<file path="src/hw/rtl/sfdr_pkg.sv">
// Shared constants, types and register indexes of the sensor frame deframer.
package sfdr_pkg;

  localparam int WinLen  = 16;
  localparam int SumLen  = 14;
  localparam int IdxW    = $clog2(WinLen);
  localparam int FillW   = $clog2(WinLen + 1);
  localparam int CfgIdxW = 4;
  localparam int CfgDatW = 16;
  localparam int AxisW   = 22;
  localparam int OpaW    = 18;
  localparam int OpbW    = 17;
  localparam int ProdW   = OpaW + OpbW;

  localparam logic signed [OpbW-1:0] CkMul    = 17'sd44111;
  localparam logic signed [OpbW-1:0] RotNum   = 17'sd46341;
  localparam logic signed [OpbW-1:0] ScaleNum = 17'sd125;

  localparam logic [7:0]  SyncReset   = 8'h50;
  localparam logic [15:0] CenterReset = 16'd2048;

  typedef enum logic [CfgIdxW-1:0] {
    REG_SYNC_BYTE     = 4'd0,
    REG_CENTER_OFFSET = 4'd1
  } cfg_reg_t;

  typedef struct packed {
    logic push;
    logic drop;
    logic clear;
  } win_cmd_t;

  typedef struct packed {
    logic acc_clr;
    logic acc_en;
    logic prod_en;
  } mul_cmd_t;

endpackage

</file>
<file path="src/hw/rtl/sfdr_in_if.sv">
// Input byte channel.
interface sfdr_in_if;
  logic       valid;
  logic       ready;
  logic [7:0] rx_byte;

  modport source (output valid, output rx_byte, input ready);
  modport sink   (input valid, input rx_byte, output ready);
endinterface

</file>
<file path="src/hw/rtl/sfdr_out_if.sv">
// Result channel carrying the checksum flag and the three axis values.
interface sfdr_out_if;
  import sfdr_pkg::*;

  logic                    valid;
  logic                    ready;
  logic                    checksum_ok;
  logic signed [AxisW-1:0] axis_pitch;
  logic signed [AxisW-1:0] axis_lateral;
  logic signed [AxisW-1:0] axis_vertical;

  modport source (output valid, output checksum_ok, output axis_pitch,
                  output axis_lateral, output axis_vertical, input ready);
  modport sink   (input valid, input checksum_ok, input axis_pitch,
                  input axis_lateral, input axis_vertical, output ready);
endinterface

</file>
<file path="src/hw/rtl/sfdr_cfg_if.sv">
// Configuration write channel.
interface sfdr_cfg_if;
  import sfdr_pkg::*;

  logic               valid;
  logic               ready;
  logic [CfgIdxW-1:0] index;
  logic [CfgDatW-1:0] data;

  modport source (output valid, output index, output data, input ready);
  modport sink   (input valid, input index, input data, output ready);
endinterface

</file>
<file path="src/hw/rtl/sfdr_window.sv">
// Sixteen-byte sliding window with its fill count.
module sfdr_window (
  input  logic                         clk,
  input  logic                         rst,
  input  sfdr_pkg::win_cmd_t           cmd,
  input  logic [7:0]                   din,
  output logic [sfdr_pkg::WinLen-1:0][7:0] bytes,
  output logic                         full
);
  import sfdr_pkg::*;

  logic [FillW-1:0] fill;

  assign full = (fill == FillW'(WinLen));

  always_ff @(posedge clk) begin
    if (rst) begin
      fill <= '0;
    end else if (cmd.clear) begin
      fill <= '0;
    end else if (cmd.push) begin
      if (!full) begin
        fill <= fill + 1'b1;
      end
    end else if (cmd.drop) begin
      if (fill != '0) begin
        fill <= fill - 1'b1;
      end
    end
  end

  // A push into a full window drops the oldest word first.
  always_ff @(posedge clk) begin
    if (cmd.push) begin
      if (full) begin
        for (int i = 0; i < WinLen - 1; i++) begin
          bytes[i] <= bytes[i+1];
        end
        bytes[WinLen-1] <= din;
      end else begin
        bytes[fill[IdxW-1:0]] <= din;
      end
    end else if (cmd.drop) begin
      for (int i = 0; i < WinLen - 1; i++) begin
        bytes[i] <= bytes[i+1];
      end
      bytes[WinLen-1] <= '0;
    end
  end

endmodule

</file>
<file path="src/hw/rtl/sfdr_mul.sv">
// Shared signed multiplier with a registered product and a checksum accumulator.
module sfdr_mul (
  input  logic                                clk,
  input  sfdr_pkg::mul_cmd_t                  cmd,
  input  logic signed [sfdr_pkg::OpaW-1:0]    op_a,
  input  logic signed [sfdr_pkg::OpbW-1:0]    op_b,
  output logic signed [sfdr_pkg::ProdW-1:0]   prod,
  output logic [15:0]                         acc
);
  import sfdr_pkg::*;

  logic signed [ProdW-1:0] prod_c;

  assign prod_c = op_a * op_b;

  always_ff @(posedge clk) begin
    if (cmd.prod_en) begin
      prod <= prod_c;
    end
    // Only the low 16 bits of each checksum term matter, so the sum wraps.
    if (cmd.acc_clr) begin
      acc <= '0;
    end else if (cmd.acc_en) begin
      acc <= acc + prod_c[15:0];
    end
  end

endmodule

</file>
<file path="src/hw/rtl/sensor_frame_deframer_rotator_top.sv">
// Sensor frame deframer: byte window, checksum test and axis rotation sequencer.
//
// Bytes arrive on in_ch and enter a 16-byte sliding window. When the window
// is full and its oldest byte equals the sync byte, the frame is checked and
// one word goes out on out_ch: checksum_ok = 1 with three scaled, rotated
// axis values, or checksum_ok = 0 with zero axes. Other bytes give no word.
// cfg writes the sync byte (index 0) and the center offset (index 1); other
// indexes are ignored. Write it only while the block is idle.
//
// One multiplier does all the work. A frame check multiplies and accumulates the
// first 14 window bytes for the checksum; a good frame then takes the five
// products of rotation and scaling. in_ch.ready is low while a byte is being
// processed.
//
// A result sits in an output register until taken. If the receiver still
// holds the previous word, the sequencer waits before loading the new one.
// Reset empties the window, drops any pending word and restores the
// register defaults (sync byte 0x50, center offset 2048).
module sensor_frame_deframer_rotator_top (
  input logic       clk,
  input logic       rst,
  sfdr_in_if.sink   in_ch,
  sfdr_out_if.source out_ch,
  sfdr_cfg_if.sink  cfg
);
  import sfdr_pkg::*;

  typedef enum logic [5:0] {
    S_IDLE  = 6'b000001,
    S_TEST  = 6'b000010,
    S_SUM   = 6'b000100,
    S_CHECK = 6'b001000,
    S_MUL   = 6'b010000,
    S_OUT   = 6'b100000
  } state_t;

  state_t state;
  logic [IdxW-1:0] cnt;

  logic [7:0]  sync_byte;
  logic [15:0] center_offset;

  win_cmd_t win_cmd;
  logic [WinLen-1:0][7:0] win;
  logic win_full;

  mul_cmd_t mul_cmd;
  logic signed [OpaW-1:0]  op_a;
  logic signed [OpbW-1:0]  op_b;
  logic signed [ProdW-1:0] prod;
  logic [15:0] acc;

  logic signed [16:0] ax_x, ax_y, ax_z;
  logic signed [OpaW-1:0] xz_diff, xz_sum;
  logic signed [OpaW-1:0] xr, zr;
  logic signed [ProdW-1:0] rot_round, scl_round;
  logic signed [OpaW-1:0]  rot_q;
  logic signed [AxisW-1:0] scl_q;
  logic [15:0] ck_fold, ck_word;
  logic ck_good;

  logic res_ok;
  logic signed [AxisW-1:0] res_pitch, res_lat, res_vert;
  logic out_load;

  sfdr_window u_window (
    .clk   (clk),
    .rst   (rst),
    .cmd   (win_cmd),
    .din   (in_ch.rx_byte),
    .bytes (win),
    .full  (win_full)
  );

  sfdr_mul u_mul (
    .clk  (clk),
    .cmd  (mul_cmd),
    .op_a (op_a),
    .op_b (op_b),
    .prod (prod),
    .acc  (acc)
  );

  // Configuration registers.
  assign cfg.ready = 1'b1;

  always_ff @(posedge clk) begin
    if (rst) begin
      sync_byte     <= SyncReset;
      center_offset <= CenterReset;
    end else if (cfg.valid) begin
      case (cfg.index)
        REG_SYNC_BYTE:     sync_byte     <= cfg.data[7:0];
        REG_CENTER_OFFSET: center_offset <= cfg.data;
        default: ;
      endcase
    end
  end

  // Centered axes, taken straight from the window, which holds still meanwhile.
  assign ax_x = $signed({1'b0, win[9], win[8]}) - $signed({1'b0, center_offset});
  assign ax_y = $signed({1'b0, center_offset}) - $signed({1'b0, win[11], win[10]});
  assign ax_z = $signed({1'b0, center_offset}) - $signed({1'b0, win[13], win[12]});
  assign xz_diff = {ax_x[16], ax_x} - {ax_z[16], ax_z};
  assign xz_sum  = {ax_x[16], ax_x} + {ax_z[16], ax_z};

  // Truncation toward zero of the registered product by 65536 and by 8.
  assign rot_round = prod + (prod[ProdW-1] ? ProdW'(65535) : ProdW'(0));
  assign scl_round = prod + (prod[ProdW-1] ? ProdW'(7) : ProdW'(0));
  assign rot_q = rot_round[OpaW+15:16];
  assign scl_q = scl_round[AxisW+2:3];

  assign ck_fold = acc ^ {8'h00, acc[15:8]};
  assign ck_word = {win[15], win[14]};
  assign ck_good = (ck_fold == ck_word);

  // Operand selection for the shared multiplier.
  always_comb begin
    op_a = '0;
    op_b = '0;
    if (state == S_SUM) begin
      op_a = $signed({{(OpaW-8){1'b0}}, win[cnt]});
      op_b = CkMul;
    end else if (state == S_MUL) begin
      case (cnt)
        4'd0: begin
          op_a = xz_diff;
          op_b = RotNum;
        end
        4'd1: begin
          op_a = xz_sum;
          op_b = RotNum;
        end
        4'd2: begin
          op_a = -xr;
          op_b = ScaleNum;
        end
        4'd3: begin
          op_a = {ax_y[16], ax_y};
          op_b = ScaleNum;
        end
        4'd4: begin
          op_a = -zr;
          op_b = ScaleNum;
        end
        default: ;
      endcase
    end
  end

  always_comb begin
    mul_cmd.acc_clr = (state == S_TEST);
    mul_cmd.acc_en  = (state == S_SUM);
    mul_cmd.prod_en = (state == S_MUL);
  end

  assign in_ch.ready = (state == S_IDLE);
  assign out_load = (state == S_OUT) && (!out_ch.valid || out_ch.ready);

  always_comb begin
    win_cmd.push  = in_ch.valid && in_ch.ready;
    win_cmd.drop  = (state == S_CHECK) && !ck_good;
    win_cmd.clear = (state == S_MUL) && (cnt == 4'd5);
  end

  // Sequencer.
  always_ff @(posedge clk) begin
    if (rst) begin
      state <= S_IDLE;
      cnt   <= '0;
    end else begin
      case (state)
        S_IDLE: begin
          if (in_ch.valid) begin
            state <= S_TEST;
          end
        end
        S_TEST: begin
          cnt <= '0;
          if (win_full && win[0] == sync_byte) begin
            state <= S_SUM;
          end else begin
            state <= S_IDLE;
          end
        end
        S_SUM: begin
          cnt <= cnt + 1'b1;
          if (cnt == IdxW'(SumLen - 1)) begin
            state <= S_CHECK;
          end
        end
        S_CHECK: begin
          cnt <= '0;
          if (ck_good) begin
            state <= S_MUL;
          end else begin
            state <= S_OUT;
          end
        end
        S_MUL: begin
          cnt <= cnt + 1'b1;
          if (cnt == 4'd5) begin
            state <= S_OUT;
          end
        end
        S_OUT: begin
          if (out_load) begin
            state <= S_IDLE;
          end
        end
        default: state <= S_IDLE;
      endcase
    end
  end

  // Result assembly; each product is captured from the product register in the step after it is formed.
  always_ff @(posedge clk) begin
    if (state == S_CHECK) begin
      res_ok    <= ck_good;
      res_pitch <= '0;
      res_lat   <= '0;
      res_vert  <= '0;
    end else if (state == S_MUL) begin
      case (cnt)
        4'd1: xr <= rot_q;
        4'd2: zr <= rot_q;
        4'd3: res_pitch <= scl_q;
        4'd4: res_lat <= scl_q;
        4'd5: res_vert <= scl_q;
        default: ;
      endcase
    end
  end

  // Output register.
  always_ff @(posedge clk) begin
    if (rst) begin
      out_ch.valid <= 1'b0;
    end else if (out_load) begin
      out_ch.valid <= 1'b1;
    end else if (out_ch.ready) begin
      out_ch.valid <= 1'b0;
    end
  end

  always_ff @(posedge clk) begin
    if (out_load) begin
      out_ch.checksum_ok   <= res_ok;
      out_ch.axis_pitch    <= res_pitch;
      out_ch.axis_lateral  <= res_lat;
      out_ch.axis_vertical <= res_vert;
    end
  end

endmodule

</file>
<file path="src/flat_wrapper.sv">
// flat-port wrapper written by rule: the top's interface ports become plain ports
module sensor_frame_deframer_rotator_top_flat import sfdr_pkg::*;
  (clk, rst, in_ch_valid, in_ch_rx_byte, in_ch_ready, out_ch_valid, out_ch_checksum_ok, out_ch_axis_pitch, out_ch_axis_lateral, out_ch_axis_vertical, out_ch_ready, cfg_valid, cfg_index, cfg_data, cfg_ready);
  sfdr_in_if in_ch_i ();
  sfdr_out_if out_ch_i ();
  sfdr_cfg_if cfg_i ();
  input logic clk;
  input logic rst;
  input wire logic [$bits(in_ch_i.valid)-1:0] in_ch_valid;
  input wire logic [$bits(in_ch_i.rx_byte)-1:0] in_ch_rx_byte;
  output wire logic [$bits(in_ch_i.ready)-1:0] in_ch_ready;
  output wire logic [$bits(out_ch_i.valid)-1:0] out_ch_valid;
  output wire logic [$bits(out_ch_i.checksum_ok)-1:0] out_ch_checksum_ok;
  output wire logic [$bits(out_ch_i.axis_pitch)-1:0] out_ch_axis_pitch;
  output wire logic [$bits(out_ch_i.axis_lateral)-1:0] out_ch_axis_lateral;
  output wire logic [$bits(out_ch_i.axis_vertical)-1:0] out_ch_axis_vertical;
  input wire logic [$bits(out_ch_i.ready)-1:0] out_ch_ready;
  input wire logic [$bits(cfg_i.valid)-1:0] cfg_valid;
  input wire logic [$bits(cfg_i.index)-1:0] cfg_index;
  input wire logic [$bits(cfg_i.data)-1:0] cfg_data;
  output wire logic [$bits(cfg_i.ready)-1:0] cfg_ready;
  assign in_ch_i.valid = in_ch_valid;
  assign in_ch_i.rx_byte = in_ch_rx_byte;
  assign in_ch_ready = in_ch_i.ready;
  assign out_ch_valid = out_ch_i.valid;
  assign out_ch_checksum_ok = out_ch_i.checksum_ok;
  assign out_ch_axis_pitch = out_ch_i.axis_pitch;
  assign out_ch_axis_lateral = out_ch_i.axis_lateral;
  assign out_ch_axis_vertical = out_ch_i.axis_vertical;
  assign out_ch_i.ready = out_ch_ready;
  assign cfg_i.valid = cfg_valid;
  assign cfg_i.index = cfg_index;
  assign cfg_i.data = cfg_data;
  assign cfg_ready = cfg_i.ready;
  sensor_frame_deframer_rotator_top u_core (.clk(clk), .rst(rst), .in_ch(in_ch_i), .out_ch(out_ch_i), .cfg(cfg_i));
endmodule
</file>
<file path="config.mk">
export PLATFORM = sky130hd
export DESIGN_NAME = sensor_frame_deframer_rotator_top_flat
export DESIGN_NICKNAME = d
export VERILOG_FILES = /design/src/hw/rtl/sfdr_pkg.sv /design/src/hw/rtl/sfdr_in_if.sv /design/src/hw/rtl/sfdr_out_if.sv /design/src/hw/rtl/sfdr_cfg_if.sv /design/src/hw/rtl/sfdr_window.sv /design/src/hw/rtl/sfdr_mul.sv /design/src/hw/rtl/sensor_frame_deframer_rotator_top.sv /design/src/flat_wrapper.sv
export SDC_FILE = /design/constraint.sdc
export NUM_CORES = 1
export LEC_CHECK = 0
export ABC_AREA = 1
export BUFFER_PORTS_ARGS = -buffer_cell sky130_fd_sc_hd__buf_4
export CAP_MARGIN = 20
export CORE_MARGIN = 2
export CORE_UTILIZATION = 30
export CTS_CLUSTER_SIZE = 10
export DETAILED_ROUTE_END_ITERATION = 12
export GPL_TIMING_DRIVEN = 0
export PLACE_DENSITY = 0.51
export SLEW_MARGIN = 20
export SYNTH_ARGS = -nofsm -noshare
export SYNTH_HDL_FRONTEND = slang
export SYNTH_SLANG_ARGS = --single-unit
export TNS_END_PERCENT = 50
</file>
<file path="constraint.sdc">
create_clock -name clk -period 16.4 [get_ports clk]
set_input_delay 1.64 -clock clk [delete_from_list [all_inputs] [get_ports clk]]
set_output_delay 1.64 -clock clk [all_outputs]
set_load 0.01 [all_outputs]
</file>
==> flow_summary.yaml, run 1 <==
status:
  status: "finished, final reports clean"
placement:
  dp_hpwl_um: 87100
  io_buffers: 101
  gp_congestion: 0.960
  post-place-ws_ps: 4890
  placedInstanceArea_sq_mm: 0.0350
  place_inst: 5471
clock_network:
  clockRootBuffer: "clkbuf_16"
  cts_hold_buf: 0
  cts_setup_buffers: 0
  cts_tree: "built"
  cts-resized-gates: 0
  cts_num_sinks: 389
  numCtsBuffers: 46
  clock_latency_ps: 600
  h-tree-depth: 2
  clockBufferDepth: 3
  clkTransAtPathRegs_ps: 60
critical_path:
  critPathCaptureType: "flop"
  crit_slowest_cell: "nor2_1"
  max_stage_delay_ps: 650
  crit_fanout: 11
  arrival_ps: 11970
  crit_type: "flop to flop"
  reg2reg_slack_ps: 4770
  critPathLaunchType: "flop"
  crit_top_cell: "inv_1"
  cp_data_required_time_ps: 16750
cells_and_area:
  final_cell_mix: "inv_1 (845), nand2_1 (525), o21ai_0 (352)"
  fin_area_sq_mm: 0.0364
  instances_no_fill: 5556
  layout_commonest_cell: "inv_1"
  nets: 4614
  drive_above_1_share: 0.0626
  fin_util: 0.340
  multiInputGateArea_sq_mm: 0.0183
  nFillCells: 11309
  diodes: 0
  syn_to_final_growth_pct: 12.7
  seq_area_sq_mm: 0.0105
sta:
  finalHoldViolCount: 0
  setup_viol: 0
  fin_crit_ps: 11630
  drv_slew: 0
  setup_tns_ps: 0
  hold_ws_ps: 422
  min_period_over_period: 0.709
  rsz0062_at_grt: "false"
  final.setup_skew_ps: 29.9
  worst_pin_slew_ps: 1210
  fmax_ghz: 0.0860
  setup_ws_ps: 4770
  max_slew_margin: 0.192
floorplan:
  coreArea_sq_mm: 0.107
  initial_core_util: 0.302
  dieWidth_um: 332
  die-area_sq_mm: 0.110
  fp-row-count: 120
  ios: 103
  die_y_um: 332
detailed_routing:
  vias: 26957
  antenna_left: 0
  wl_um: 106000
  wire_per_inst_um: 19.1
  vias_per_cell: 4.85
  drc: 0
  dr.pass1.iters: 7
  drtIter0Drc: 2182
synth:
  synth_edf_count: 267
  yosys_warnings: 0
  synth_area_per_cell_sq_um: 8.21
  yosys.area_share.xor_xnor: 0.0391
  synth_flop_cell: "edfxtp_1"
  seq_area_frac_synth: 0.324
  syn_area_sq_mm: 0.0323
  synthMuxAreaShare: 0
  yosys.area_share.simple: 0.157
  synthAdderAreaFrac: 0.232
  synth_compound_area_frac: 0.135
  syn_inst: 3934
  synth.ff_latch_count: 389
  ys_types: 56
  synth_top_family_by_area: "adder cells"
  synth-async-reset-ratio: 0
global_route:
  first_global_vias: 26537
  grt_max_degree: 37
  antenna_found_initial: 1
  grt_pass1_wl_um: 162000
  grt_overflow: 0
  track_usage: 0.190
power_and_ir_drop:
  p_total_mw: 3.18
  p_per_area_mw_per_mm2: 87.4
  power.leakage_nw: 17.2
  ir_drop_uv: 56.4
min_path:
  holdCritPathClass: "flop to flop"
flow_run:
  cap_violations: 0
[cell usage after synthesis (all sizes together), types with 5 or more instances]
library cell | count | area share
and2 | 5 | 0.00097
fa | 222 | 0.14
o21ai | 364 | 0.057
o2111ai | 7 | 0.0019
clkbuf | 72 | 0.0084
a21boi | 5 | 0.0012
nand3 | 215 | 0.034
nor3 | 34 | 0.0053
ha | 243 | 0.094
a22o | 8 | 0.0022
nand3b | 7 | 0.0016
o22ai | 11 | 0.0021
a211oi | 7 | 0.0016
xor2 | 91 | 0.025
o211ai | 42 | 0.0098
o31ai | 5 | 0.0012
nor4 | 16 | 0.0035
nand2 | 535 | 0.063
nand4 | 42 | 0.0081
a31oi | 9 | 0.0017
dfxtp | 122 | 0.076
a21o | 11 | 0.0026
o21a | 9 | 0.0021
a21oi | 285 | 0.045
or2 | 20 | 0.0039
inv | 863 | 0.10
edfxtp | 267 | 0.25
o21bai | 19 | 0.0044
xnor2 | 53 | 0.014
nor2 | 300 | 0.036
buf | 30 | 0.0047
[kinds of logic after synthesis]
logic type               Yosys count
buffers and inverters            967
adder cells (fa/ha/maj)          465
AND/OR/NAND/NOR                 1175
other                              2
XOR/XNOR                         144
flip-flops                       389
AO/OA/AOI/OAI                    792
[state kept, by name (all words and copies together) (netlist names), 4 cells and up]
name	cells
u_core.u_window.bytes	128
u_core.u_mul.prod	35
u_core.out_ch.axis_lateral	22
u_core.out_ch.axis_pitch	22
u_core.out_ch.axis_vertical	22
u_core.res_lat	22
u_core.res_pitch	22
u_core.res_vert	22
u_core.xr	18
u_core.zr	18
u_core.center_offset	16
u_core.u_mul.acc	16
u_core.sync_byte	8
u_core.state	6
u_core.u_window.fill	5
u_core.cnt	4
[report_power, final]
| part | total (mW) | internal [mW] | switching, mW |
|---|---|---|---|
| registers | 1.20 | 1.15 | 0.0576 |
| clock network | 0.959 | 0.542 | 0.418 |
| logic | 1.02 | 0.287 | 0.730 |
| total | 3.18 | 1.97 | 1.21 |
[worst max-delay path: cells and delay by family (launching register included)]
kind                       cells  cell delay, ps
adders and majority gates      9            4070
and+or+nand+nor               17            2850
buffers and inverters         13            2050
AOI/OAI and AO/OA              7            1700
xor gates and xnor gates       2             380
DFF                            1             320
[path summary, 6_finish.rpt]
path                                     startpoint                          end  depth (start not counted)
worst max-delay path                  u_core.cnt[1]        u_core.u_mul.prod[34]                         48
worst min-delay path            u_core.res_pitch[7]  u_core.out_ch.axis_pitch[7]                          0
worst max register to register        u_core.cnt[1]        u_core.u_mul.prod[34]                         48
worst min register to register  u_core.res_pitch[7]  u_core.out_ch.axis_pitch[7]                          0
[final cells by class]
type                    count  share of cell area
multi-input cells        2604               0.503
flip-flops and latches    389               0.287
inverters                 865              0.0892
well taps                1403              0.0482
clock buffers              80              0.0360
repair buffers            108              0.0237
plain buffers             102              0.0116
clock inverters             5             0.00131
[per-layer routing]
layer	vias to the layer above	GRT usage	wire [um]
met2	784	0.313	48900
met3	133	0.0285	6640
li1	13087	-	-
met1	12953	0.259	47700
met5	-	0	0
met4	0	0.0544	2850
(Power assumes the default switching activity.)
==> run 2: changes to the inputs <==
--- a/config.mk
+++ b/config.mk
@@ -13,7 +13,7 @@
 export CTS_CLUSTER_SIZE = 10
 export DETAILED_ROUTE_END_ITERATION = 12
 export GPL_TIMING_DRIVEN = 0
-export PLACE_DENSITY = 0.51
+export PLACE_DENSITY = 0.53
 export SLEW_MARGIN = 20
 export SYNTH_ARGS = -nofsm -noshare
 export SYNTH_HDL_FRONTEND = slang
==> constraint.sdc (replaced) <==
create_clock -name clk -period 10.6 [get_ports clk]
set_input_delay 1.06 -clock clk [delete_from_list [all_inputs] [get_ports clk]]
set_output_delay 1.06 -clock clk [all_outputs]
set_load 0.01 [all_outputs]
==> flow_summary.yaml, run 2 (synthesis results as in run 1) <==
sta:
  fmax_ghz: 0.0998
  worst_pin_slew_ps: 1190
  fin_crit_ps: 10020
  final.setup_skew_ps: 34.3
  drv_slew: 0
  setup_viol: 0
  finalHoldViolCount: 0
  max_slew_margin: 0.203
  rsz0062_at_grt: "true"
  hold_ws_ps: 427
  setup_ws_ps: 585
  min_period_over_period: 0.945
  setup_tns_ps: 0
global_route:
  track_usage: 0.187
  grt_max_degree: 37
  grt_pass1_wl_um: 159000
  grt_overflow: 0
  first_global_vias: 26214
  antenna_found_initial: 1
placement:
  dp_hpwl_um: 86300
  post-place-ws_ps: -868
  gp_congestion: 0.940
  io_buffers: 101
critical_path:
  crit_fanout: 6
  critPathCaptureType: "flop"
  max_stage_delay_ps: 600
  crit_type: "flop to flop"
  critPathTopFamily: "adder cells"
  crit_top_cell: "nand2_1"
  cp_data_required_time_ps: 10920
  arrival_ps: 10330
  crit_slowest_cell: "fa_1"
  path_buf_inv: 5
  critPathLaunchType: "flop"
floorplan:
  ios: 103
  fp-row-count: 120
  die_y_um: 332
  dieWidth_um: 332
  initial_core_util: 0.302
  coreArea_sq_mm: 0.107
  die-area_sq_mm: 0.110
clock_network:
  cts_num_sinks: 389
  h-tree-depth: 2
  clockRootBuffer: "clkbuf_16"
  cts_tree: "built"
  clock_latency_ps: 590
  cts_hold_buf: 0
  numCtsBuffers: 45
  clkTransAtPathRegs_ps: 60
  clockBufferDepth: 3
detailed_routing:
  vias: 27117
  antenna_left: 0
  drtIter0Drc: 2343
  vias_per_cell: 4.87
  wire_per_inst_um: 19.0
  wl_um: 106000
  dr.pass1.iters: 5
  drc: 0
cells_and_area:
  reg_top3: "u_core.u_window.bytes: 128 flops, u_core.u_mul.prod: 35 flops"
  nets: 4626
  layout_commonest_cell: "inv_1"
  drive_above_1_share: 0.0783
  final_cell_mix: "inv_1 (843), nand2_1 (521), o21ai_0 (345)"
  syn_to_final_growth_pct: 13.8
  largest-register: "u_core.u_window.bytes"
  largest_register_ffs: 128
  diodes: 0
status:
  status: "finished, final reports clean"
power_and_ir_drop:
  p_per_area_mw_per_mm2: 137
  ir_drop_uv: 104
  power.leakage_nw: 17.4
flow_run:
  cap_violations: 0
min_path:
  holdCritPathClass: "flop to flop"
-- run 2: cell types whose count changed in the layout (fill, tap and decap cells not counted), sizes merged --
cell and change:
buf +15, clkinv -2, inv -1
-- run 2: cell type report --
| cell class | count | area [sq um] |
|---|---|---|
| buffer | 101 | 427 |
| clock buffer | 82 | 1330 |
| clock inverter | 2 | 13.8 |
| fill | 11213 | 70200 |
| inverter | 865 | 3250 |
| multi-input combinational | 2604 | 18600 |
| sequential | 389 | 10500 |
| tap | 1403 | 1760 |
| timing repair buffer | 122 | 957 |
-- run 2: through the flow --
step           area, sq um  utilization  total power [mW]  cells
4_1_cts              36400        0.341              4.92   5556
3_5_place_dp         35000        0.327              3.41   5470
2_1_floorplan        32400            -              2.82   3960
5_1_grt              36700        0.344              5.26   5568
3_3_place_gp         34900        0.326              3.41   5464
6_report             36700        0.344              5.02   5568
-- run 2: worst register-to-register path: cells and delay by family (launching register included) --
family,cells,cell delay (ps)
DFF,1,470
buffers and inverters,5,510
AOI/OAI and AO/OA,7,1120
and+or+nand+nor,21,2400
adders and majority gates,11,4950
xor gates and xnor gates,2,320
-- run 2: timing repair --
item | 4_1_cts | 5_1_grt
endpoints found under the setup margin | 24 | 19
pin swaps | 3 | 12
gates resized for setup | 14 | 63
buffers inserted | 3 | 12
-- run 2: metal layers --
layer | share of wire | vias up | global-route usage
met2 | 0.47 | 858 | 0.315
met3 | 0.062 | 160 | 0.0184
met5 | 0.00012 | - | 0
met1 | 0.44 | 12978 | 0.253
met4 | 0.030 | 2 | 0.0564
li1 | - | 13119 | -
-- run 2: power breakdown --
part           internal (mW)  total (mW)  switching [mW]
logic                  0.527        1.69            1.16
registers               1.77        1.86          0.0901
clock network          0.840        1.48           0.636
total                   3.14        5.02            1.88
-- run 2: worst paths after layout --
kind / start / to / slack, ps / cells past startpoint
min: u_core.res_pitch[2] / u_core.out_ch.axis_pitch[2] / 430 / 0
min reg2reg: u_core.res_pitch[2] / u_core.out_ch.axis_pitch[2] / 430 / 0
max: u_core.u_window.bytes[96] / u_core.u_mul.prod[34] / 580 / 46
max reg2reg: u_core.u_window.bytes[96] / u_core.u_mul.prod[34] / 580 / 46
